[src/rtl/core/pbit_ram.sv]
// Generic single-port-write, single-port-read RAM with registered read data.
`timescale 1ns / 1ps

module pbit_ram #(
    parameter int WIDTH = 8,
    parameter int DEPTH = 256,
    parameter int ADDR_W = $clog2(DEPTH)
) (
    input  logic              clk,
    input  logic              wr_en,
    input  logic [ADDR_W-1:0] wr_addr,
    input  logic [WIDTH-1:0]  wr_data,
    input  logic              rd_en,
    input  logic [ADDR_W-1:0] rd_addr,
    output logic [WIDTH-1:0]  rd_data
);

    logic [WIDTH-1:0] mem [DEPTH];

    always_ff @(posedge clk)
    begin
        if (wr_en)
        begin
            mem[wr_addr] <= wr_data;
        end
        if (rd_en)
        begin
            rd_data <= mem[rd_addr];
        end
    end

endmodule

[config.mk]
export PLATFORM = sky130hd
export DESIGN_NAME = pbit_ram
export DESIGN_NICKNAME = d
export VERILOG_FILES = /design/src/rtl/core/pbit_ram.sv
export SDC_FILE = /design/constraint.sdc
export NUM_CORES = 2
export LEC_CHECK = 0
export ABC_AREA = 1
export BUFFER_PORTS_ARGS = -buffer_cell sky130_fd_sc_hd__buf_2
export CAP_MARGIN = 10
export CORE_MARGIN = 1.5
export CORE_UTILIZATION = 45
export CTS_CLUSTER_SIZE = 12
export DETAILED_ROUTE_END_ITERATION = 10
export SLEW_MARGIN = 20
export SYNTH_ARGS = -nofsm -noshare
export SYNTH_HDL_FRONTEND = slang
export SYNTH_SLANG_ARGS = --single-unit
[constraint.sdc]
create_clock -name clk -period 4.3 [get_ports clk]
set_input_delay 1.29 -clock clk [delete_from_list [all_inputs] [get_ports clk]]
set_output_delay 1.29 -clock clk [all_outputs]
set_load 0.05 [all_outputs]
==> impl_metrics.py <==
metrics = {
    "setup_path": {
        "reg2reg_slack_ns": 2.12,
        "slowest_stage": "buf_12",
        "reg2regPathDepth": 10,
        "r2r_start": "mem[101][6]",
        "timing.rr.end": "rd_data[6]",
        "cp-endpoint": "rd_data[0]",
        "required_ns": 5.00,
        "end_kind": "flip-flop",
        "cp.buffers_inverters": 3,
        "worstPathCellList": "buf_8 > inv_16 > buf_12 > nand2_1 > nand3_1 > nand3_1 > nand3_1 > nand3_1 > nand3_1 > nand3_1 > nand2_1 > nand2_1 > nand2_1",
        "crit_arrival_ns": 3.95,
        "worstSetupStartpoint": "rd_addr[0]",
        "path_depth": 13,
        "worstSetupPathType": "primary input to flip-flop",
        "critPathMaxStageDelay_ns": 0.45,
        "crit_family": "simple AND/OR/NAND/NOR gates",
        "cp-start-kind": "primary input",
        "cp_max_fo": 105,
        "crit_path_frequent_cell": "nand3_1",
    },
    "global_routing": {
        "grt_pass1_wl_um": 351000,
        "antenna_found_initial": 10,
        "grt.busiest_layer": "met2",
        "grt_use_met1": 0.350,
        "met3_usage": 0.0447,
        "grt_max_degree": 106,
        "grtUsageMet2": 0.396,
        "grt_pass1_vias": 52800,
        "grt-ovfl-total": 0,
        "track_usage": 0.250,
    },
    "run_status": {
        "status": "finished clean",
    },
    "floorplan": {
        "io_pins": 35,
        "row_count": 157,
        "core_mm2": 0.184,
        "die_area_mm2": 0.188,
        "die_h_um": 434,
        "die-width_um": 434,
        "initial_core_util": 0.454,
    },
    "placed_design": {
        "dpl_cell_area_mm2": 0.0880,
        "port_buffers": 34,
        "place.gp.congestion": 0.935,
        "dp_cells": 9380,
        "dpl.hpwl_um": 139000,
    },
    "synth": {
        "syn_area_mm2": 0.0835,
        "ys_seq_area_frac": 0.740,
        "synth_area_leader_cell": "edfxtp_1",
        "netlist.area_leader.share": 0.740,
        "ys.flop_type": "edfxtp_1",
        "synth_edf_count": 2056,
        "synth_top_cells_by_count": "nand2_1, edfxtp_1, nand3_1, nor2_1, buf_2",
        "synth.area.top_cells": "edfxtp_1, nand3_1, nand2_1",
        "synthArstFlopShare": 0,
        "yosys_warnings": 0,
        "syn_nets": 7030,
        "ys_types": 13,
        "syn_area_per_cell_um2": 11.9,
        "synth_seq_cells": 2056,
        "syn_inst": 7003,
        "yosysMostFrequentCell": "nand2_1",
    },
    "cts": {
        "clkSinkCount": 2056,
        "worst_skew_pair.late_latency_ns": 0.84,
        "cts_max_path_buffers": 3,
        "clock-root-buffer": "clkbuf_16",
        "cts_setup_buffers": 0,
        "path_clk_slew_ns": 0.06,
        "cts_resized": 0,
        "cts_made_buffers": 209,
        "cts_hold_buf": 0,
        "cts_tree": "built",
        "cts-htree-levels": 4,
    },
    "pwr": {
        "p_sw_w": 0.00956,
        "p_clk_frac": 0.406,
        "p_int_w": 0.0321,
        "swShare": 0.229,
        "leakage_nw": 32.9,
        "p_comb_frac": 0.064,
        "powerDensity_mw_per_mm2": 442,
        "vdd_ir_drop_max_mv": 0.438,
        "pwr-share-seq": 0.531,
    },
    "hold_path": {
        "hold_class": "primary input to flip-flop",
    },
    "route": {
        "post_drt_wl_per_cell_um": 24.1,
        "vias": 55200,
        "routed_wl_um": 235000,
        "drtPass1Iterations": 7,
        "drc": 0,
        "ant_nets": 0,
        "via_per_inst": 5.67,
        "drtIter0Drc": 6450,
    },
    "sta": {
        "tightest_slew_ns": 1.02,
        "skew_ns": 0.0240,
        "fin_crit_sh": 0.754,
        "setup_tns_ns": 0,
        "relSlewSlack": 0.321,
        "slew_violations": 0,
        "fmax_ghz": 0.308,
        "holdWs_ns": 0.907,
        "min_period_ns": 3.24,
        "rsz0062_at_grt": "false",
        "finalHoldViolCount": 0,
        "setup_violations": 0,
    },
    "cells_and_area": {
        "syn_to_final_growth_pct": 12.9,
        "drive_gt1_frac": 0.0897,
        "fin_nets": 7154,
        "final_area_mm2": 0.0942,
        "stdcell_count": 9748,
    },
    "run": {
        "cap_violations": 0,
    },
}
worst reg2reg max path: stages, from the launching register on:
cell,delay (ns)
edfxtp_1,0.38
nand2_1,0.08
nand3_1,0.08
nand3_1,0.14
nand3_1,0.11
nand3_1,0.21
nand3_1,0.18
nand3_1,0.25
nand2_1,0.12
nand2_1,0.29
nand2_1,0.10
through the flow:
| stage | total power (W) | util | setup WS, ns |
|---|---|---|---|
| after global routing | 0.0428 | 0.513 | 1.01 |
| final | 0.0417 | 0.513 | 1.06 |
| after CTS | 0.0419 | 0.513 | 1.20 |
| after detailed placement | 0.0252 | 0.479 | 0.345 |
| after global placement | 0.0252 | 0.479 | 0.315 |
| after floorplan | 0.0239 | - | 1.52 |
cells by family (layout without fill, tap and decap cells):
kind of cell	count (synthesis)	count (layout)	synth area share
flops	2056	2056	0.740
simple gates	4425	4425	0.229
buf+inv	522	798	0.0312
other cells	0	5	0
power by group through the flow:
stage	Sequential [W]	Combinational [W]	Clock [W]
2_1_floorplan	0.0226	0.00136	0
3_3_place_gp	0.0225	0.00261	0
3_5_place_dp	0.0225	0.00264	0
4_1_cts	0.0221	0.00264	0.0171
5_1_grt	0.0221	0.00285	0.0179
6_report	0.0221	0.00266	0.0169
final cells by class:
type | instances | area [um2]
fillers | 15700 | 89400
flip-flops and latches | 2056 | 61700
multi-input cells | 4425 | 19200
clock buffers | 277 | 5530
repair buffers | 396 | 3830
well taps | 2464 | 3080
clock inverters | 86 | 708
inverters | 39 | 180
diodes | 5 | 12.5
worst min-delay path by stage:
stage                      startpoint     endpoint  slack, ns  depth (start not counted)
after floorplan            mem[40][0]   rd_data[0]       0.91                         10
after global placement    mem[146][7]   rd_data[7]       1.03                         10
after detailed placement  mem[146][7]   rd_data[7]       1.03                         10
after CTS                       rd_en   rd_data[6]       0.86                          1
after global routing            rd_en   rd_data[6]       0.87                          1
final                      wr_data[4]  mem[110][4]       0.91                          1
sequential cells by signal, summed over array words and instances, names as in the netlist:
signal   cells
mem       2048
rd_data      8
placed cells by master, fill, tap and decap left out, drive strengths merged:
cell type	netlist	layout
nand3	2019	2019
nand2	2123	2123
clkbuf	112	277
bufinv	0	6
buf	371	396
clkinv	0	73
inv	39	46
edfxtp	2056	2056
nor2	283	283
diode	0	5
metal layers:
metal,vias up,share of wire
met4,2,0.032
met3,385,0.082
met2,2435,0.47
met5,-,0.000055
li1,25100,-
met1,27300,0.42
(Power assumes the default switching activity.)
